## src/rst_pkg.sv

```systemverilog
`default_nettype none
package rst_pkg;

  // Datapath sizing
  localparam int CORDIC_STEPS  = 16;
  localparam int FRACTION_BITS = 16;
  localparam int GUARD_BITS    = 8;
  localparam int ATAN_LEN      = 24;
  localparam int NUM_STEPS     = (CORDIC_STEPS > ATAN_LEN) ? ATAN_LEN : CORDIC_STEPS;
  localparam int STEP_W        = $clog2(ATAN_LEN);

  // Field widths
  localparam int COORD_W    = 18;
  localparam int CFG_W      = 14;
  localparam int FRAC_OUT_W = 16;
  localparam int RADIUS_W   = 18;

  // Centred coordinate, CORDIC vector and angle widths
  localparam int U_W      = ((FRACTION_BITS > COORD_W - 1) ? FRACTION_BITS : COORD_W - 1) + 2;
  localparam int X_W      = U_W + GUARD_BITS + 2;
  localparam int XC_W     = X_W - 1;
  localparam int Z_W      = 32;
  localparam int ANGLE_FB = 32;
  localparam int NORM_W   = ANGLE_FB + 1;
  localparam int SIDES_FB = 8;

  // Stream packing
  localparam int IN_TDATA_W  = ((2 * COORD_W + 7) / 8) * 8;
  localparam int OUT_TDATA_W = ((FRAC_OUT_W + RADIUS_W + 7) / 8) * 8;
  localparam int IN_PAD_W    = IN_TDATA_W - 2 * COORD_W;
  localparam int OUT_PAD_W   = OUT_TDATA_W - FRAC_OUT_W - RADIUS_W;

  // Constants
  localparam logic [31:0]         INV_GAIN   = 32'd2608131496;
  localparam logic [RADIUS_W-1:0] RADIUS_MAX = '1;
  localparam logic [CFG_W-1:0]    SIDES_ONE  = CFG_W'(1) << SIDES_FB;
  localparam logic [CFG_W-1:0]    CFG_RESET  = CFG_W'(1280);
  localparam int                  SECTOR_LSB = ANGLE_FB + SIDES_FB - FRAC_OUT_W;

  typedef struct packed {
    logic signed [X_W-1:0] x;
    logic signed [X_W-1:0] y;
    logic signed [Z_W-1:0] z;
    logic                  flipped;   // centred x was negative, vector negated
    logic                  v_pos;     // centred y strictly positive
    logic                  on_axis;   // centred y exactly zero
    logic [U_W-1:0]        mag;       // |centred x|, radius on the axis
  } cordic_t;

  // arctan(2^-i) in turns, 32 fraction bits
  function automatic logic signed [Z_W-1:0] atan_turns(input logic [STEP_W-1:0] idx);
    logic signed [Z_W-1:0] r;
    case (idx)
      5'd0:    r = 32'sd536870912;
      5'd1:    r = 32'sd316933406;
      5'd2:    r = 32'sd167458907;
      5'd3:    r = 32'sd85004756;
      5'd4:    r = 32'sd42667331;
      5'd5:    r = 32'sd21354465;
      5'd6:    r = 32'sd10679838;
      5'd7:    r = 32'sd5340245;
      5'd8:    r = 32'sd2670163;
      5'd9:    r = 32'sd1335087;
      5'd10:   r = 32'sd667544;
      5'd11:   r = 32'sd333772;
      5'd12:   r = 32'sd166886;
      5'd13:   r = 32'sd83443;
      5'd14:   r = 32'sd41722;
      5'd15:   r = 32'sd20861;
      5'd16:   r = 32'sd10430;
      5'd17:   r = 32'sd5215;
      5'd18:   r = 32'sd2608;
      5'd19:   r = 32'sd1304;
      5'd20:   r = 32'sd652;
      5'd21:   r = 32'sd326;
      5'd22:   r = 32'sd163;
      5'd23:   r = 32'sd81;
      default: r = '0;
    endcase
    return r;
  endfunction

endpackage
`default_nettype wire

```

## src/rst_post.sv

```systemverilog
`default_nettype none
module rst_post (
  input  wire logic                          clk_i,
  input  wire logic                          rst_ni,
  input  wire logic                          in_valid_i,
  output logic                               in_ready_o,
  input  wire rst_pkg::cordic_t              in_data_i,
  input  wire logic [rst_pkg::CFG_W-1:0]     sides_i,
  output logic                               out_valid_o,
  input  wire logic                          out_ready_i,
  output logic [rst_pkg::FRAC_OUT_W-1:0]     sector_fraction_o,
  output logic [rst_pkg::RADIUS_W-1:0]       radius_o
);
  import rst_pkg::*;

  localparam int N_W = Z_W + 3;
  localparam logic signed [N_W-1:0] TURN_HALF = N_W'(1) << (ANGLE_FB - 1);
  localparam logic signed [N_W-1:0] TURN_FULL = N_W'(1) << ANGLE_FB;
  localparam logic signed [Z_W-1:0] Z_ONE     = Z_W'(1);
  localparam int P_W = XC_W + 32;
  localparam logic [P_W-1:0] ROUND = P_W'(1) << (31 + GUARD_BITS);

  // stage A: angle normalisation and x clamp
  logic signed [Z_W-1:0]  zc;
  logic signed [N_W-1:0]  n;
  logic [NORM_W-1:0]      norm_d;
  logic [XC_W-1:0]        mag_d;
  logic                   a_vld_q, a_axis_q, a_ready;
  logic [NORM_W-1:0]      a_norm_q;
  logic [XC_W-1:0]        a_mag_q;

  always_comb begin
    zc = in_data_i.z;
    n  = '0;
    if (!in_data_i.flipped) begin
      n = TURN_HALF + N_W'(zc);
    end else if (in_data_i.v_pos) begin
      if (zc > -Z_ONE) zc = -Z_ONE;
      n = TURN_FULL + N_W'(zc);
    end else begin
      if (zc < Z_ONE) zc = Z_ONE;
      n = N_W'(zc);
    end
    if (n < 0) n = '0;
    if (n > TURN_FULL) n = TURN_FULL;
    if (in_data_i.on_axis) begin
      norm_d = in_data_i.flipped ? NORM_W'(TURN_FULL) : NORM_W'(TURN_HALF);
      mag_d  = XC_W'(in_data_i.mag);
    end else begin
      norm_d = NORM_W'(n);
      mag_d  = in_data_i.x[X_W-1] ? '0 : in_data_i.x[XC_W-1:0];
    end
  end

  // stage B: gain removal and sector product
  logic [P_W-1:0]             gain_prod;
  logic [XC_W-1:0]            rad_full;
  logic [NORM_W+CFG_W-1:0]    sect_prod;
  logic [RADIUS_W-1:0]        radius_d;
  logic                       b_vld_q;
  logic [FRAC_OUT_W-1:0]      sector_q;
  logic [RADIUS_W-1:0]        radius_q;

  always_comb begin
    gain_prod = P_W'(a_mag_q) * P_W'(INV_GAIN) + ROUND;
    rad_full  = a_axis_q ? a_mag_q : XC_W'(gain_prod >> (32 + GUARD_BITS));
    radius_d  = (rad_full > XC_W'(RADIUS_MAX)) ? RADIUS_MAX : rad_full[RADIUS_W-1:0];
    sect_prod = (NORM_W + CFG_W)'(a_norm_q) * (NORM_W + CFG_W)'(sides_i);
  end

  assign a_ready           = !b_vld_q || out_ready_i;
  assign in_ready_o        = !a_vld_q || a_ready;
  assign out_valid_o       = b_vld_q;
  assign sector_fraction_o = sector_q;
  assign radius_o          = radius_q;

  always_ff @(posedge clk_i or negedge rst_ni) begin
    if (!rst_ni) begin
      a_vld_q <= 1'b0;
      b_vld_q <= 1'b0;
    end else begin
      if (in_ready_o) a_vld_q <= in_valid_i;
      if (a_ready)    b_vld_q <= a_vld_q;
    end
  end

  always_ff @(posedge clk_i) begin
    if (in_ready_o && in_valid_i) begin
      a_norm_q <= norm_d;
      a_mag_q  <= mag_d;
      a_axis_q <= in_data_i.on_axis;
    end
    if (a_ready && a_vld_q) begin
      sector_q <= sect_prod[SECTOR_LSB +: FRAC_OUT_W];
      radius_q <= radius_d;
    end
  end

endmodule
`default_nettype wire
```

## config.mk

```make
export PLATFORM = sky130hd
export DESIGN_NAME = rst_post
export DESIGN_NICKNAME = d
export VERILOG_FILES = /design/src/rst_pkg.sv /design/src/rst_post.sv
export SDC_FILE = /design/constraint.sdc
export NUM_CORES = 2
export LEC_CHECK = 0
export BUFFER_PORTS_ARGS = -buffer_cell sky130_fd_sc_hd__buf_2
export CAP_MARGIN = 40
export CORE_MARGIN = 4
export CORE_UTILIZATION = 35
export DETAILED_ROUTE_END_ITERATION = 7
export GPL_ROUTABILITY_DRIVEN = 0
export PLACE_DENSITY = 0.61
export SYNTH_ARGS = -nofsm -noshare
export SYNTH_HDL_FRONTEND = slang
export SYNTH_SLANG_ARGS = --single-unit
```

## constraint.sdc

```tcl
create_clock -name clk_i -period 8.2 [get_ports clk_i]
set_clock_uncertainty 0.05 [all_clocks]
set_input_delay 0.82 -clock clk_i [delete_from_list [all_inputs] [get_ports clk_i]]
set_output_delay 0.82 -clock clk_i [all_outputs]
set_load 0.05 [all_outputs]
```

# After elaboration in Yosys (flattened, before gate mapping)
# Index checks and enable logic that the tools add are counted.
[op_classes] addsub=3 n_shift=0 reduce_logical=7 bitwise=0 muxes=13 multipliers=2 magnitude_cmp=5 eq_ne=0 div=0
[op_table] op="32-bit two-way mux" n=4
[op_table] op="35-bit two-way mux" n=3
[op_table] op="33-bit two-way mux" n=3
[op_table] op="60-bit by 40-bit adder with 60-bit output (second input constant)" n=1
[op_table] op="28-bit by 29-bit multiplier with 57-bit output (second input constant)" n=1
[op_table] op="33-bit by 14-bit multiplier with 40-bit output" n=1
[op_table] op="19-bit two-way mux" n=2
[op_table] op="34-bit by 32-bit adder with 35-bit output (first input constant)" n=1
[op_table] op="35-bit by 34-bit greater-than comparator with 1-bit output (second input constant)" n=1
[op_table] op="35-bit by 1-bit < comparator with 1-bit output (second input constant)" n=1
[op_table] op="33-bit by 32-bit adder with 34-bit output (first input constant)" n=1
[op_table] op="32-bit by 1-bit greater-than comparator with 1-bit output (second input constant)" n=1
[op_table] op="32-bit by 2-bit < comparator with 1-bit output (second input constant)" n=1
[op_table] op="28-bit by 18-bit greater-than comparator with 1-bit output (second input constant)" n=1
[op_table] op="28-bit two-way mux" n=1
[op_table] op="1-bit logical AND" n=2
[op_table] op="1-bit zero test" n=2
[op_table] op="1-bit logical OR" n=2
[op_table] op="2-bit OR reduction" n=1
[word_totals] inputBits=130 reg_bits=98 romBits=0 memories=0 ramBits=0 out_inout_bits=36 elab_cells=38 latch_bits=0

# Logic depth before layout (Yosys ltp)
[logic_depth] word_depth=12 depth_mapped=31 ltp_nobuf=29

# Least setup slack after synthesis
# No wires, ideal clock.
[synth_timing] kind="reg2reg" start="reg a_mag_q[14]" end="reg radius_q[17], in the netlist radius_o[17], data pin" setup_ps=263 arrival_ps=8743 setup_slack_ps=-855 path_stages_with_launch=27 period_less_slack_ps=9055 cell_sequence="edfxtp_1 > fa_1 > fa_1 > inv_1 > fa_1 > inv_1 > fa_1 > fa_1 > fa_1 > inv_1 > fa_1 > inv_1 > ha_1 > nand3_1 > nor3_1 > a311o_1 > o211a_1 > or3_2 > xnor2_1 > or4b_4 > or4_1 > buf_4 > nor4_4 > or4b_1 > a211oi_2 > buf_6 > o22ai_1"
[synth_between] elab_chain_cells=4
[synth_lines] item="start, declared" line="rst_post.sv:30" rtl="logic [XC_W-1:0] a_mag_q;"
[synth_lines] item="start signal, assigned" line="rst_post.sv:90" rtl="a_mag_q <= mag_d;"
[synth_lines] item="28-bit by 29-bit multiplier with 57-bit output" line="rst_post.sv:65" rtl="gain_prod = P_W'(a_mag_q) * P_W'(INV_GAIN) + ROUND;"
[synth_lines] item="60-bit by 40-bit adder with 60-bit output" line="rst_post.sv:65"
[synth_lines] item="28-bit two-way mux *" line="rst_post.sv:66" rtl="rad_full = a_axis_q ? a_mag_q : XC_W'(gain_prod >> (32 + GUARD_BITS));"
[synth_lines] item="28-bit by 18-bit greater-than comparator with 1-bit output" line="rst_post.sv:67" rtl="radius_d = (rad_full > XC_W'(RADIUS_MAX)) ? RADIUS_MAX : rad_full[RADIUS_W-1:0];"
[synth_lines] item="end signal, assigned" line="rst_post.sv:95" rtl="radius_q <= radius_d;"
[synth_lines] item="end, declared" line="rst_post.sv:62" rtl="logic [RADIUS_W-1:0] radius_q;"
# Every way passes the cells marked *; elsewhere a longest branch is shown, timed or not.
# A chain may end at the register's enable or synchronous reset.

# Worst setup path after layout
[layout_timing] start="reg a_mag_q[7]" end="reg radius_q[16], in the netlist radius_o[16], data pin"
# The elaborated chain is that of the path after synthesis.

==> metrics.md <==
| Metric | Value |
|---|---|
| Outcome | finished with violations |
| Failing checks | setup timing |
| Vias | 22,818 |
| Top cells by count, synth | 818 x inv_1, 696 x fa_1, 357 x nand2_1, 356 x ha_1, 177 x and2_1 |
| Final wirelength | 88,100 µm |
| Worst hold-check path type | in2async |
| Final Hold Violating Endpoints | 0 |
| Avg Cell Area, Syn | 9.80 µm² |
| Worst Path Buf+Inv | 7 |
| GRT Total Usage | 19.6% |
| Worst Setup Path Type | reg2reg |
| Worst Reg2Reg Path Length in Cells | 27 |
| First-pass GRT wire length | 142,000 µm |
| Fillcell total | 8,513 |
| Largest family of logic cells by synthesized area | adder cells |
| Clock tree sinks | 98 |
| Worst Path Max Fanout | 9 |
| Slew headroom | 40.9% |
| Capturing point of the worst reg2reg path | radius_o[16]$_SDFFCE_PN1P_ |
| Slew Viols, Final | 0 |
| Gr ovfl total | 0 |
| CTS Buffer Depth | 2 |
| RR Startpoint | a_mag_q[7]$_DFFE_PP_ |
| CP most frequent cell | fa_1 |
| Worst hold margin | 131 ps |
| Layout cells sized above 1 | 18.3% |
| Tmin final | 8710 ps |
| Area of the multi-input gates | 25,300 µm² |
| Synthesis-to-layout area growth | 18.2% |
| Max Freq | 0.115 GHz |
| Worst-Skew Late Latency | 420 ps |
| Die Area | 93,500 µm² |
| DRC viols | 0 |
| Site Rows | 108 |
| Htree depth | 3 |
| Final Setup Violations | 18 |
| Yosys reg bits | 98 |
| IO Port Bufs | 136 |
| Die span in y | 306 µm |
| EDFF count, synth | 96 |
| Diodes inserted | 0 |
| Post-synth top area share | 44.9% |
| Syn Nets | 4,351 |
| Clock root cell | clkbuf_16 |
| Crit path DAT | 8780 ps |
| Setup crit end kind | flop |
| Largest net degree at the start of global routing | 57 |
| Worst-path clk slew | 90 ps |
| Critical Path Start Type | flop |
| Compound-Gate Fraction of Synth Area | 6.04% |
| Multiplexer area fraction after synthesis | 0.516% |
| Number of antenna violations at the first check in global routing | 2 |
| Max Cap Viol | 0 |
| Library cells used by synthesis | 77 |
| ANT nets after route | 0 |
| Post-synth ARST share | 2.04% |
| Most frequent cell after synthesis | inv_1 |
| Starting density of the core | 35.5% |
| Yosys top cell by area | fa_1 |
| Core area | 87,400 µm² |
| CP peak stage delay | 580 ps |
| Post-Synth Simple-Gate Area | 11.5% |
| Crit path max-delay family | adder cells |
| DRT iter0 DRCs | 1,246 |
| Synth area leaders | fa_1 45%, ha_1 14%, inv_1 9.9%, edfxtp_1 9.3%, nand2_1 4.3% |
| Synth Cell Area | 31,000 µm² |
| Pre-CTS setup slack | -613 ps |
| Cell count after synthesis | 3,169 |
| CTS tree | built |
| Adder-Cell Fraction of Synth Area | 59.2% |
| Seq/Total Area, Yosys | 9.45% |
| Vias/cell | 4.81 |
| CTS Buf Count | 9 |
| DR pass1 iterations | 5 |
| CP max stage cell | fa_1 |
| HPWL Detailed | 77,100 µm |
| Vias in the first global route | 24,971 |
| Setup TNS | -8670 ps |
| Tcrit/Tclk final | 106% |
| Per-cell routed wire length | 18.6 µm |
| Flop2flop setup slack | -510 ps |
| Die W | 306 µm |
| Req. time, crit path | 8260 ps |
| Register area | 2930 µm² |
| PnR worst setup slack | -512 ps |
| Worst-margin pin slew | 886 ps |
| Synth Flop Type | edfxtp_1 |
| IO Pins | 166 |
| Post-Synth XOR/XNOR Area | 1.86% |
| Fin nets | 4,766 |
| Unrepaired setup endpoints after global routing | true |
| YS warnings | 0 |
per-layer routing:
metal	track usage, %	wire length, µm
met5	0	13
met4	3.71	1690
met3	4.69	7280
met2	30.5	38700
met1	28.2	40400
layout make-up:
type                    instances  share of cell area [%]
multi-input cells            2147                    69.0
repair buffers                510                    9.90
inverters                     818                    8.38
flip-flops and latches         98                    7.99
well taps                    1155                    3.94
clock buffers                   9                   0.614
clock inverters                 7                   0.222
per-stage QoR:
stage / cell area [µm²] / utilization, % / std cells
5_1_grt: 36700 / 42.0 / 4744
3_5_place_dp: 35900 / 41.0 / 4695
4_1_cts: 36500 / 41.8 / 4738
3_3_place_gp: 35800 / 41.0 / 4693
6_report: 36700 / 42.0 / 4744
2_1_floorplan: 31600 / - / 3169
cells in the final DEF, fill, tap and decap left out, drive strengths merged, types with 20 or more instances in the layout:
cell type,synthesis,routed
xnor2,41,41
edfxtp,96,96
nand4,22,22
xor2,25,25
a22o,20,20
o21ai,48,48
buf,12,510
and2,177,177
nor2,50,50
nand3,27,27
nand2,357,357
inv,818,821
a21oi,100,100
a21o,31,31
fa,696,696
ha,356,356
repair_timing:
item / CTS / global route
setup buffers: 25 / 6
gates resized for setup: 38 / 29
endpoints found under the setup margin: 18 / 18
pin swaps: 9 / 16
hold buffers: 0 / 0
cloned: 2 / 0
sequential cells by signal, indices dropped and copies added (netlist names):
signal / cells
sector_fraction_o: 16
a_mag_q: 28
out_valid_o: 1
radius_o: 18
a_norm_q: 33
a_axis_q: 1
a_vld_q: 1
worst max-delay path by stage:
stage	startpoint	end	cells after the start
after detailed placement	a_mag_q[21]$_SDFFCE_PP0P_	radius_o[16]$_SDFFCE_PN1P_	25
final	a_mag_q[7]$_DFFE_PP_	radius_o[16]$_SDFFCE_PN1P_	27
after floorplan	a_mag_q[11]$_DFFE_PP_	radius_o[17]$_SDFFCE_PN1P_	26
after CTS	a_mag_q[8]$_DFFE_PP_	radius_o[16]$_SDFFCE_PN1P_	28
after global placement	a_mag_q[18]$_DFFE_PP_	radius_o[16]$_SDFFCE_PN1P_	28
after global routing	a_mag_q[16]$_DFFE_PP_	radius_o[16]$_SDFFCE_PN1P_	28
worst reg2reg max path: cells and delay by family, from the launching register on:
kind,cells,cell delay (ps)
buf+inv,7,780
compound gates,4,920
simple gates,7,2240
fa+ha+maj,8,3740
flops,1,550
xor+xnor,1,150
cell families after synthesis:
| group | count (synthesis) |
|---|---|
| AND/OR/NAND/NOR | 727 |
| XOR/XNOR | 66 |
| adder cells (fa/ha/maj) | 1052 |
| multiplexers | 16 |
| flip-flops | 98 |
| AO/OA/AOI/OAI | 286 |
| buffers and inverters | 924 |
Power is left out: the tool's default activity adds up to more than one toggle a clock period on the data nets, which glitch-free logic cannot reach.
