## config.mk

```make
export PLATFORM = sky130hd
export DESIGN_NAME = rst_prep
export DESIGN_NICKNAME = d
export VERILOG_FILES = /design/src/rst_pkg.sv /design/src/rst_prep.sv
export SDC_FILE = /design/constraint.sdc
export NUM_CORES = 1
export LEC_CHECK = 0
export ABC_CLOCK_PERIOD_IN_PS = 4100
export BUFFER_PORTS_ARGS = -buffer_cell sky130_fd_sc_hd__buf_2
export CAP_MARGIN = 20
export CORE_UTILIZATION = 48
export DETAILED_ROUTE_END_ITERATION = 7
export GPL_ROUTABILITY_DRIVEN = 1
export HOLD_SLACK_MARGIN = 0.1
export PLACE_DENSITY = 0.86
export RECOVER_POWER = 50
export SETUP_SLACK_MARGIN = 0.3
export SLEW_MARGIN = 30
export SYNTH_ARGS = -nofsm -noshare
export SYNTH_HDL_FRONTEND = slang
export SYNTH_SLANG_ARGS = --single-unit
```

## constraint.sdc

```tcl
create_clock -name clk_i -period 4.1 [get_ports clk_i]
set_clock_uncertainty 0.05 [all_clocks]
set_input_delay 0.82 -clock clk_i [delete_from_list [all_inputs] [get_ports clk_i]]
set_output_delay 0.82 -clock clk_i [all_outputs]
set_load 0.1 [all_outputs]
```

## src/rst_pkg.sv

```systemverilog
`default_nettype none
package rst_pkg;

  // Datapath sizing
  localparam int CORDIC_STEPS  = 16;
  localparam int FRACTION_BITS = 16;
  localparam int GUARD_BITS    = 8;
  localparam int ATAN_LEN      = 24;
  localparam int NUM_STEPS     = (CORDIC_STEPS > ATAN_LEN) ? ATAN_LEN : CORDIC_STEPS;
  localparam int STEP_W        = $clog2(ATAN_LEN);

  // Field widths
  localparam int COORD_W    = 18;
  localparam int CFG_W      = 14;
  localparam int FRAC_OUT_W = 16;
  localparam int RADIUS_W   = 18;

  // Centred coordinate, CORDIC vector and angle widths
  localparam int U_W      = ((FRACTION_BITS > COORD_W - 1) ? FRACTION_BITS : COORD_W - 1) + 2;
  localparam int X_W      = U_W + GUARD_BITS + 2;
  localparam int XC_W     = X_W - 1;
  localparam int Z_W      = 32;
  localparam int ANGLE_FB = 32;
  localparam int NORM_W   = ANGLE_FB + 1;
  localparam int SIDES_FB = 8;

  // Stream packing
  localparam int IN_TDATA_W  = ((2 * COORD_W + 7) / 8) * 8;
  localparam int OUT_TDATA_W = ((FRAC_OUT_W + RADIUS_W + 7) / 8) * 8;
  localparam int IN_PAD_W    = IN_TDATA_W - 2 * COORD_W;
  localparam int OUT_PAD_W   = OUT_TDATA_W - FRAC_OUT_W - RADIUS_W;

  // Constants
  localparam logic [31:0]         INV_GAIN   = 32'd2608131496;
  localparam logic [RADIUS_W-1:0] RADIUS_MAX = '1;
  localparam logic [CFG_W-1:0]    SIDES_ONE  = CFG_W'(1) << SIDES_FB;
  localparam logic [CFG_W-1:0]    CFG_RESET  = CFG_W'(1280);
  localparam int                  SECTOR_LSB = ANGLE_FB + SIDES_FB - FRAC_OUT_W;

  typedef struct packed {
    logic signed [X_W-1:0] x;
    logic signed [X_W-1:0] y;
    logic signed [Z_W-1:0] z;
    logic                  flipped;   // centred x was negative, vector negated
    logic                  v_pos;     // centred y strictly positive
    logic                  on_axis;   // centred y exactly zero
    logic [U_W-1:0]        mag;       // |centred x|, radius on the axis
  } cordic_t;

  // arctan(2^-i) in turns, 32 fraction bits
  function automatic logic signed [Z_W-1:0] atan_turns(input logic [STEP_W-1:0] idx);
    logic signed [Z_W-1:0] r;
    case (idx)
      5'd0:    r = 32'sd536870912;
      5'd1:    r = 32'sd316933406;
      5'd2:    r = 32'sd167458907;
      5'd3:    r = 32'sd85004756;
      5'd4:    r = 32'sd42667331;
      5'd5:    r = 32'sd21354465;
      5'd6:    r = 32'sd10679838;
      5'd7:    r = 32'sd5340245;
      5'd8:    r = 32'sd2670163;
      5'd9:    r = 32'sd1335087;
      5'd10:   r = 32'sd667544;
      5'd11:   r = 32'sd333772;
      5'd12:   r = 32'sd166886;
      5'd13:   r = 32'sd83443;
      5'd14:   r = 32'sd41722;
      5'd15:   r = 32'sd20861;
      5'd16:   r = 32'sd10430;
      5'd17:   r = 32'sd5215;
      5'd18:   r = 32'sd2608;
      5'd19:   r = 32'sd1304;
      5'd20:   r = 32'sd652;
      5'd21:   r = 32'sd326;
      5'd22:   r = 32'sd163;
      5'd23:   r = 32'sd81;
      default: r = '0;
    endcase
    return r;
  endfunction

endpackage
`default_nettype wire

```

## src/rst_prep.sv

```systemverilog
`default_nettype none
module rst_prep (
  input  wire logic                               clk_i,
  input  wire logic                               rst_ni,
  input  wire logic                               in_valid_i,
  output logic                                    in_ready_o,
  input  wire logic signed [rst_pkg::COORD_W-1:0] coord_x_i,
  input  wire logic signed [rst_pkg::COORD_W-1:0] coord_y_i,
  output logic                                    out_valid_o,
  input  wire logic                               out_ready_i,
  output rst_pkg::cordic_t                        out_data_o
);
  import rst_pkg::*;

  localparam logic signed [U_W-1:0] HALF = U_W'(1) << (FRACTION_BITS - 1);

  logic signed [U_W-1:0] u, v, xs, ys;
  cordic_t data_d, data_q;
  logic    valid_q;

  // centre on (0.5,0.5), fold the left half plane onto the right
  always_comb begin
    u = U_W'(coord_x_i) - HALF;
    v = U_W'(coord_y_i) - HALF;
    xs = u[U_W-1] ? -u : u;
    ys = u[U_W-1] ? -v : v;
    data_d.x       = X_W'(xs) <<< GUARD_BITS;
    data_d.y       = X_W'(ys) <<< GUARD_BITS;
    data_d.z       = '0;
    data_d.flipped = u[U_W-1];
    data_d.v_pos   = !v[U_W-1] && (v != '0);
    data_d.on_axis = (v == '0);
    data_d.mag     = xs;
  end

  assign in_ready_o  = !valid_q || out_ready_i;
  assign out_valid_o = valid_q;
  assign out_data_o  = data_q;

  always_ff @(posedge clk_i or negedge rst_ni) begin
    if (!rst_ni) begin
      valid_q <= 1'b0;
    end else if (in_ready_o) begin
      valid_q <= in_valid_i;
    end
  end

  always_ff @(posedge clk_i) begin
    if (in_ready_o && in_valid_i) begin
      data_q <= data_d;
    end
  end

endmodule
`default_nettype wire

```

* After elaboration in Yosys (flattened, before gate mapping)
Index checks and enable logic that the tools add are counted.
Word-level totals: latch bits 0, bits in writable memories 0, input bits 40, register bits 61, memories kept 0, ROM bits 0
Cells by class: div/mod/pow operators 0, shift operators 0, reduce and logical (&&, ||, !) cells 7, muxes and demuxes 2, multipliers 0, order comparisons 0, bitwise operators 0, eq/ne operators 0, add/subtract/negate cells 4
Operator list (count):
- $mux W19 | 2
- $neg A19 Y19 | 2
- $sub A18 B17 Y19 const B | 2
- $logic_not A19 Y1 | 1
- $reduce_bool A19 Y1 | 1
- $logic_and A1 B1 Y1 | 2
- $logic_not A1 Y1 | 2
- $logic_or A1 B1 Y1 | 1

* Depth between registers and ports, before layout
Gate-level depths: netlist of run 1.
depth in word-level cells 3, gate-level depth with buffers 6, gate-level depth less buffers 6

* Worst setup path after synthesis of run 1
OpenSTA, ideal clock, no wires.
path type register -> register, start register valid_q (netlist: out_valid_o), end register data_q, in the netlist out_data_o[0], enable pin, slack 0.872 ns, stages on the path, launching flop included 3, arrival 2.776 ns, cell sequence dfrtp_1 -> nand2b_1 -> and2_1
On the way: cells in the longest elaborated chain, start to end 3
Ends and longest elaborated chain:
- start, declared | line rst_prep.sv:19 | logic valid_q;
- start signal, assigned | line rst_prep.sv:44 | valid_q <= in_valid_i;
- $logic_not A1 Y1 | line rst_prep.sv:36 | assign in_ready_o = !valid_q || out_ready_i;
- $logic_or A1 B1 Y1 | line rst_prep.sv:36
- via in_ready_o | line rst_prep.sv:6 | output logic in_ready_o,
- $logic_and A1 B1 Y1 | line rst_prep.sv:49 | if (in_ready_o && in_valid_i) begin
- end signal, assigned | line rst_prep.sv:50 | data_q <= data_d;
- end, declared | line rst_prep.sv:18 | cordic_t data_d, data_q;
The timed path passes the listed nets, and every way through them passes these cells. A chain may end at the register's enable or synchronous reset.

==> results.md, run 1 <==
- Outcome: completed
- Iter 0 DRT Violations: 59
- Synth area leaders: edfxtp_1 46%, buf_4 20%, xor2_1 5.9%
- DRC violations left: 0
- Synth top area share: 45.8%
- HP Class: in2async
- Netlist Area Pre-Place: 0.00269 mm^2
- Sequential area share after synthesis: 46.7%
- First-pass GRT wire length: 7940 um
- Initial Util: 51.4%
- Metal3 WL: 468 um
- Fin cells: 409
- Final HPWL DP: 3800 um
- IO Port Bufs: 105
- WP data required: 4.08 ns
- CTS sink cnt: 42
- Top sig layer: met4
- Routed WL: 4990 um
- Largest net degree at the start of global routing: 42
- GRT Total Usage: 17.4%
- Gate Count Post-Synth: 253
- Top cells by count, synth: 71 x buf_4, 41 x edfxtp_1, 18 x xor2_1
- Avg Synthesized Cell Area: 10.6 um^2
- Post-DRT Antenna Nets: 0
- FF+latch count, synth: 42
- Wl on met1: 1850 um
- CTS buffer count: 5
- Final worst-path cycle share: 75.0%
- Final slew viol count: 0
- Core Region: 0.00524 mm^2
- Worst vdd ir: 0.274 mV
- Via count: 1892
- DR WL met2: 2600 um
- Clk slew on worst S/H paths: 0.08 ns
- EDFF count, synth: 41
- CTS tree: built
- Synth warn: 0
- Post-cts resize count: 0
- Total grt overflow: 0
- Initial antenna violation count: 0
- Clock Path Buffers: 2
- CP max FO: 28
- Most frequent cell after synthesis: buf_4
- Row count: 26
- Setup TNS: 0 ns
- Clk_lat worst skew: 0.29 ns
- Area Overhead vs Synth: 9.26%
- Final-report hold violation count: 0
- Startpoint Class: input port
- Final Critical Period: 3.07 ns
- Antenna cells: 0
- Worst-Margin Slew: 1.28 ns
- Pleak: 1.18 nW
- Top Ports: 154
- Main synth FF type: edfxtp_1
- CP endpoint kind: flip-flop
- Drt first pass iters: 4
- Setup CP Type: in2reg
- Slew HR: 14.4%
- Cell taking the most area after synthesis: edfxtp_1
- Vias in the first global route: 1717
- Vias/cell: 4.63
- RSZ-0062 raised after global routing: false
- Share of cells above drive strength 1: 15.6%
- NumNets Final: 384
- Cts-stage hold buffer count: 0
- Unique masters post-synth: 31
- MaxCap Viol Count: 0
- Clock root buffer: clkbuf_8
- DP Cell Count: 401
- WL/cell: 12.2 um
- Critical Path AT: 3.06 ns
- # setup viols final: 0
- Die Span X: 76.9 um
- Die area: 0.00591 mm^2
- H-Tree Depth: 2
- RePlAce Congestion: 0.737
- Setup bufs post-CTS: 0
- Peak Freq: 325 MHz
- Post-synth ARST share: 2.38%
- Pwr Density: 502 mW/mm^2
- Die Y: 76.9 um
-- placed cells by master (no fill, tap or decap), types with 2 or more instances in the layout --
cell,instances
conb_1,48
xnor2_1,16
or4_1,3
ha_1,6
nor4_2,2
clkbuf_1,65
a31oi_1,4
nor4_1,3
nor3_1,7
nor2_1,17
and2_1,2
nand2b_1,3
edfxtp_1,41
o21ai_0,4
nand2_1,4
o41ai_1,2
o31ai_1,4
buf_2,41
nand3_1,2
xor2_1,18
or2_2,2
clkinv_1,3
inv_1,14
clkbuf_8,5
a21oi_1,14
-- logic make-up after synthesis --
family | count (synthesis) | share of synthesized area (%)
compound gates | 31 | 6.88
xor+xnor | 34 | 11.1
fa+ha+maj | 6 | 2.79
buf+inv | 89 | 22.4
flops | 42 | 46.7
other cells | 1 | 0.139
simple gates | 50 | 10.0
-- stage by stage --
stage | instance area [um^2] | hold slack, ns | power [mW] | setup WS [ns] | utilization, %
after CTS | 3020 | 0.225 | 1.49 | 1.55 | 57.7
final | 2940 | 0.235 | 1.48 | 1.03 | 56.1
after floorplan | 2870 | 0.474 | 1.21 | 0.872 | -
after global placement | 2940 | 0.470 | 1.24 | 1.28 | 56.2
after global routing | 2940 | 0.220 | 1.53 | 0.750 | 56.1
after detailed placement | 2940 | 0.475 | 1.25 | 1.23 | 56.2
-- state kept, by name (all words and copies together) (netlist names) --
signal	cells
out_data_o	41
out_valid_o	1
-- critical path: stages --
cell and delay, ns:
buf_2 0.14, inv_1 0.08, a21oi_2 0.12, clkbuf_1 0.95, inv_1 0.58, o41ai_1 0.24
xnor2_1 0.12
-- final timing paths --
check                              startpoint              to  slack, ns  cells after the start
worst max-delay path            coord_x_i[15]   out_data_o[6]       1.03                      7
worst min-delay path                   rst_ni     out_valid_o       0.23                      1
worst max register to register    out_valid_o  out_data_o[18]       2.40                      2
worst min register to register    out_valid_o     out_valid_o       0.50                      2
max in group asynchronous              rst_ni     out_valid_o       3.68                      1
min in group clk_i                out_valid_o     out_valid_o       0.50                      2
-- metal layers --
metal	global-route usage, %	up-vias
li1	-	916
met1	18.8	856
met2	32.1	112
met3	4.64	8
met4	6.35	0
met5	0	-
-- layout make-up --
class / count / area [um^2]
fill: 523 / 2300
sequential: 42 / 1260
multi-input combinational: 169 / 1010
timing repair buffer: 106 / 449
tap: 70 / 87.6
clock buffer: 5 / 68.8
inverter: 14 / 52.6
clock inverter: 3 / 11.3
-- power by group --
| group | internal (mW) | switching, mW |
|---|---|---|
| Combinational | 0.0682 | 0.630 |
| Sequential | 0.517 | 0.0111 |
| Clock | 0.114 | 0.136 |
| Total | 0.699 | 0.778 |
Power figures use the tool's default switching activity.
==> run 2: changes to the inputs <==
--- a/config.mk
+++ b/config.mk
@@ -5,14 +5,15 @@
 export SDC_FILE = /design/constraint.sdc
 export NUM_CORES = 1
 export LEC_CHECK = 0
-export ABC_CLOCK_PERIOD_IN_PS = 4100
+export ABC_AREA = 1
+export ABC_CLOCK_PERIOD_IN_PS = 2800
 export BUFFER_PORTS_ARGS = -buffer_cell sky130_fd_sc_hd__buf_2
 export CAP_MARGIN = 20
-export CORE_UTILIZATION = 48
+export CORE_UTILIZATION = 42
 export DETAILED_ROUTE_END_ITERATION = 7
 export GPL_ROUTABILITY_DRIVEN = 1
 export HOLD_SLACK_MARGIN = 0.1
-export PLACE_DENSITY = 0.86
+export PLACE_DENSITY = 0.78
 export RECOVER_POWER = 50
 export SETUP_SLACK_MARGIN = 0.3
 export SLEW_MARGIN = 30
==> constraint.sdc (replaced) <==
create_clock -name clk_i -period 2.8 [get_ports clk_i]
set_clock_uncertainty 0.05 [all_clocks]
set_input_delay 0.56 -clock clk_i [delete_from_list [all_inputs] [get_ports clk_i]]
set_output_delay 0.56 -clock clk_i [all_outputs]
set_load 0.1 [all_outputs]
==> run 2 against run 1 <==
Effect of this change:
- via count rose by 25%
- clock power rose by 53%
- cell count is 30% higher
- utilization shrank 7.2 points
- wire length rose by 20%
- design area is 13% higher
- worst setup slack got worse by 0.32 ns
- non-clock buffer count increased by 2
- die area is 25% higher
==> results.md, run 2 <==
- Worst vdd ir: 0.254 mV
- Startpoint Class: flip-flop
- IO Port Bufs: 105
- Reg-to-Reg Start: out_valid_o
- Worst path slowest cell: clkbuf_1
- FF+latch count, synth: 42
- Total power: 2.21 mW
- Clock Path Buffers: 2
- Vias/cell: 4.45
- Iter 0 DRT Violations: 88
- Final-report hold violation count: 0
- Most frequent cells in the layout: 99 x buf_2, 76 x nand2_1, 48 x conb_1, 41 x edfxtp_1, 39 x nor2_1
- Final slew viol count: 0
- Final HPWL DP: 4690 um
- Most frequent cell after synthesis: nand2_1
- Final Critical Period: 2.09 ns
- Synth warn: 0
- Clock root buffer: clkbuf_8
- Clk slew on worst S/H paths: 0.09 ns
- Synth area leaders: edfxtp_1 42%, buf_4 19%, nand2_1 9.6%
- Outcome: completed
- Filler Cells Inserted: 675
- Setup TNS: 0 ns
- Setup CP Type: reg2out
- Hold endpoint: out_data_o[0]
- MaxCap Viol Count: 0
- HP Class: in2reg
- Area Overhead vs Synth: 12.2%
- Final worst-path cycle share: 74.7%
- Drt first pass iters: 4
- Worst Path Buf+Inv: 1
- Crit path cell chain: clkbuf_1
- Die Y: 86.0 um
- Commonest non-fill, non-tap cell in the layout: buf_2
- Routed WL: 6000 um
- Via count: 2359
- WP data required: 2.19 ns
- Largest register FFs: 41
- Row count: 30
- Top cells by count, synth: 76 x nand2_1, 73 x buf_4, 41 x edfxtp_1
- Largest net degree at the start of global routing: 42
- RePlAce Congestion: 0.901
- First-pass GRT wire length: 9290 um
- Post-DRT Antenna Nets: 0
- Core Region: 0.00679 mm^2
- Post-cts resize count: 0
- Top Ports: 154
- Gate Count Post-Synth: 346
- Vias in the first global route: 2149
- Avg Synthesized Cell Area: 8.56 um^2
- Pleak: 1.64 nW
- Cells on worst reg2reg path: 2
- DRC violations left: 0
- H-Tree Depth: 2
- CTS tree: built
- CTS sink cnt: 42
- Critical Path AT: 1.48 ns
- Post-synth ARST share: 2.38%
- CTS buffer count: 5
- CP max FO: 1
- Peak Freq: 478 MHz
- RSZ-0062 raised after global routing: false
- Share of cells above drive strength 1: 26.7%
- CP max stage delay: 0.86 ns
- WL/cell: 11.3 um
- Netlist Area Pre-Place: 0.00296 mm^2
- Slew HR: 22.4%
- CP endpoint kind: output pin
- Sequential area share after synthesis: 42.4%
- Worst-Margin Slew: 1.17 ns
- NumNets Final: 479
- Die Span X: 86.0 um
- FF-to-FF End: out_data_o[14]
- Clk_lat worst skew: 0.28 ns
- Main synth FF type: edfxtp_1
- Hold path depth: 1
- Antenna cells: 0
- Total grt overflow: 0
- Die area: 0.00739 mm^2
- Worst Min Path Start: coord_x_i[0]
- Unique masters post-synth: 27
- EDFF count, synth: 41
- Worst path top cell family by delay: buffers and inverters
- Synth top area share: 41.6%
- # setup viols final: 0
- GRT Total Usage: 16.2%
- Cell taking the most area after synthesis: edfxtp_1
- Pwr Density: 664 mW/mm^2
- Reg2reg setup slack: 1.00 ns
- Initial antenna violation count: 0
- Initial Util: 43.6%
run 2: worst max path at each step:
| stage | startpoint | cells past startpoint | slack, ns | endpoint |
|---|---|---|---|---|
| after detailed placement | coord_x_i[16] | 8 | 0.75 | out_data_o[75] |
| final | out_data_o[76] | 1 | 0.71 | out_data_o[76] |
| after global routing | out_data_o[66] | 1 | 0.68 | out_data_o[66] |
| after CTS | out_valid_o | 2 | 0.94 | in_ready_o |
| after floorplan | out_valid_o | 1 | 0.40 | in_ready_o |
| after global placement | coord_x_i[16] | 8 | 0.82 | out_data_o[79] |
run 2: layout make-up:
| class | instances | area (um^2) | area share [%] |
|---|---|---|---|
| sequential | 42 | 1260 | 37.8 |
| multi-input combinational | 242 | 1200 | 36.0 |
| timing repair buffer | 108 | 541 | 16.3 |
| inverter | 34 | 128 | 3.84 |
| tap | 96 | 120 | 3.62 |
| clock buffer | 6 | 72.6 | 2.18 |
| clock inverter | 2 | 8.76 | 0.264 |
run 2: where the power goes:
part	internal [mW]	leakage, nW	switching (mW)
clock network	0.172	0.0426	0.210
logic	0.120	1.20	0.936
registers	0.753	0.403	0.0141
total	1.05	1.64	1.16
run 2: timing repair:
action | CTS | global route
hold endpoints to repair | 1 | 0
hold buffers | 1 | 0
buffers inserted | 0 | 0
run 2: layer usage:
layer	wire, um	vias up	global-route usage (%)	share of wire (%)
met1	2360	1056	17.1	39
met3	552	12	3.85	9.2
met2	2990	139	30.7	50
met5	0	-	0	0
met4	106	0	6.36	1.8
li1	-	1152	-	-
run 2: per-stage QoR:
| step | hold slack, ns | area (um^2) | util [%] | worst slack [ns] | cells |
|---|---|---|---|---|---|
| after floorplan | 0.214 | 3150 | - | 0.402 | 393 |
| after global placement | 0.285 | 3240 | 47.8 | 0.820 | 521 |
| after detailed placement | 0.286 | 3240 | 47.8 | 0.754 | 521 |
| after CTS | 0.397 | 3340 | 49.1 | 0.942 | 530 |
| after global routing | 0.396 | 3320 | 48.9 | 0.680 | 530 |
| final | 0.410 | 3320 | 48.9 | 0.709 | 530 |
run 2: cells by family (layout without fill, tap and decap cells):
| logic type | Yosys count | after routing | share of synthesized area, % |
|---|---|---|---|
| adders and majority gates | 6 | 6 | 2.54 |
| DFF | 42 | 42 | 42.4 |
| xor gates and xnor gates | 24 | 24 | 7.10 |
| buffers and inverters | 109 | 150 | 23.4 |
| and+or+nand+nor | 149 | 149 | 21.1 |
| other | 1 | 48 | 0.127 |
| AOI/OAI and AO/OA | 15 | 15 | 3.30 |
==> run 3: changes to the inputs <==
--- a/config.mk
+++ b/config.mk
@@ -6,7 +6,7 @@
 export NUM_CORES = 1
 export LEC_CHECK = 0
 export ABC_AREA = 1
-export ABC_CLOCK_PERIOD_IN_PS = 2800
+export ABC_CLOCK_PERIOD_IN_PS = 1800
 export BUFFER_PORTS_ARGS = -buffer_cell sky130_fd_sc_hd__buf_2
 export CAP_MARGIN = 20
 export CORE_UTILIZATION = 42
==> constraint.sdc (replaced) <==
create_clock -name clk_i -period 1.8 [get_ports clk_i]
set_clock_uncertainty 0.05 [all_clocks]
set_input_delay 0.36 -clock clk_i [delete_from_list [all_inputs] [get_ports clk_i]]
set_output_delay 0.36 -clock clk_i [all_outputs]
set_load 0.1 [all_outputs]
==> run 3 against run 2 <==
Effect of this change:
- combinational power increased by 58%
- critical endpoint is now out_data_o[69]
- power grew 57%
- global-route usage shrank 0.67 points
- highest routed layer unchanged
- utilization rose by 1.8 points
- critical path type is now reg2reg
- die area is the same
- largest cell class unchanged
- count of clock-buffer cells in the layout shrank 1
- register-to-register slack got worse by 0.77 ns
==> results.md, run 3 (same netlist as run 2, synthesis figures left out) <==
- Clock root buffer: clkbuf_8
- Routed WL: 5790 um
- Logic pwr share: 48.4%
- GR Util met1: 16.3%
- Final worst-path cycle share: 87.2%
- Net switching power: 1.79 mW
- DP Worst Slack: 0.109 ns
- MaxCap Viol Count: 0
- Pleak: 1.69 nW
- Sequential share of power: 34.6%
- Worst vdd ir: 0.446 mV
- Internal power: 1.66 mW
- First-pass GRT wire length: 8930 um
- Filler Cells Inserted: 656
- Initial antenna violation count: 0
- Multi-input combinational cell area: 0.00117 mm^2
- Total power: 3.46 mW
- M2 GR Usage: 28.9%
- CP max FO: 41
- Share of cells above drive strength 1: 26.5%
- Vias/cell: 4.33
- NumNets Final: 482
- GR Util met3: 3.75%
- Largest net degree at the start of global routing: 42
- CTS buffer count: 5
- # setup viols final: 0
- Post-layout util: 50.7%
- Final Critical Period: 1.57 ns
- H-Tree Depth: 2
- Via count: 2309
- Largest register FFs: 41
- Final Worst Setup Slack: 0.231 ns
- Core Region: 0.00679 mm^2
- Initial Util: 43.6%
- Pwr Density: 1000 mW/mm^2
- Startpoint Class: flip-flop
- Clk slew on worst S/H paths: 0.08 ns
- Total grt overflow: 0
- Worst-Margin Slew: 0.559 ns
- CTS tree: built
- Drt first pass iters: 4
- Clk_lat worst skew: 0.29 ns
- Finished layout cell area: 0.00344 mm^2
- Final-report hold violation count: 0
- GR peak layer: met2
- Area Overhead vs Synth: 16.4%
- Setup bufs post-CTS: 0
- Clk pwr share: 17.0%
- Final slew viol count: 0
- Clock Path Buffers: 2
- Most frequent cells in the layout: 76 x nand2_1, 56 x buf_2, 48 x conb_1, 42 x nor2_1, 41 x edfxtp_1
- Top Ports: 154
- Row count: 30
- Die area: 0.00739 mm^2
- Worst hold margin: 0.204 ns
- Iter 0 DRT Violations: 44
- Die Span X: 86.0 um
- Outcome: completed
- RePlAce Congestion: 0.893
- GRT Total Usage: 15.5%
- Critical Path AT: 1.45 ns
- Sw frac: 51.9%
- Slew HR: 62.3%
- Setup CP Type: reg2reg
- IO Port Bufs: 105
- CTS sink cnt: 42
- Peak Freq: 637 MHz
- Area taken by flip-flops and latches: 0.00126 mm^2
- Antenna cells: 0
- DRC violations left: 0
- Commonest non-fill, non-tap cell in the layout: nand2_1
- Dpl cell area: 0.00329 mm^2
- Vias in the first global route: 2090
- Post-DRT Antenna Nets: 0
- Die Y: 86.0 um
- HP Class: in2reg
- CP endpoint kind: flip-flop
- RSZ-0062 raised after global routing: true
- WP data required: 1.68 ns
- WL/cell: 10.9 um
- Final HPWL DP: 4580 um
[run 3: timing repair]
| action | 4_1_cts | 5_1_grt |
|---|---|---|
| hold endpoints to repair | 1 | 0 |
| gates resized for setup | 11 | 36 |
| setup endpoints to repair | 12 | 34 |
| hold buffers | 1 | 0 |
[run 3: worst max-delay path: stages, from the launching register on]
cell and delay (ns):
dfrtp_4 0.48, a21oi_1 0.14, clkbuf_4 0.52
[run 3: layout make-up]
| cell class | count | area share [%] |
|---|---|---|
| tap | 96 | 3.49 |
| sequential | 42 | 36.6 |
| clock inverter | 3 | 0.472 |
| inverter | 34 | 3.71 |
| multi-input combinational | 242 | 33.9 |
| timing repair buffer | 111 | 19.9 |
| clock buffer | 5 | 2.00 |
[run 3: final timing paths]
path	from	endpoint	slack, ns	depth (start not counted)
setup / recovery	out_valid_o	out_data_o[69]	0.23	2
hold / removal	coord_y_i[0]	out_data_o[62]	0.20	1
setup reg to reg	out_valid_o	out_data_o[69]	0.23	2
hold reg to reg	out_valid_o	out_valid_o	0.57	2
max in group asynchronous	rst_ni	out_valid_o	1.27	2
min in group asynchronous	rst_ni	out_valid_o	0.33	2
[run 3: power groups by stage]
stage	Clock [mW]	Sequential, mW	Combinational, mW
finish	0.589	1.20	1.67
global route	0.646	1.20	1.74
CTS	0.611	1.20	1.67
detailed placement	0	1.22	1.65
global placement	0	1.21	1.65
floorplan	0	1.74	1.15
[run 3: metrics by stage]
stage,std cells,TNS [ns]
finish,533,0
global placement,524,0
detailed placement,524,0
global route,533,0
CTS,533,0
floorplan,393,-2.24
[run 3: metal layers]
layer | up-vias | routed length [um]
li1 | 1159 | -
met1 | 1028 | 2240
met2 | 114 | 3070
met3 | 8 | 387
met4 | 0 | 89
met5 | - | 0
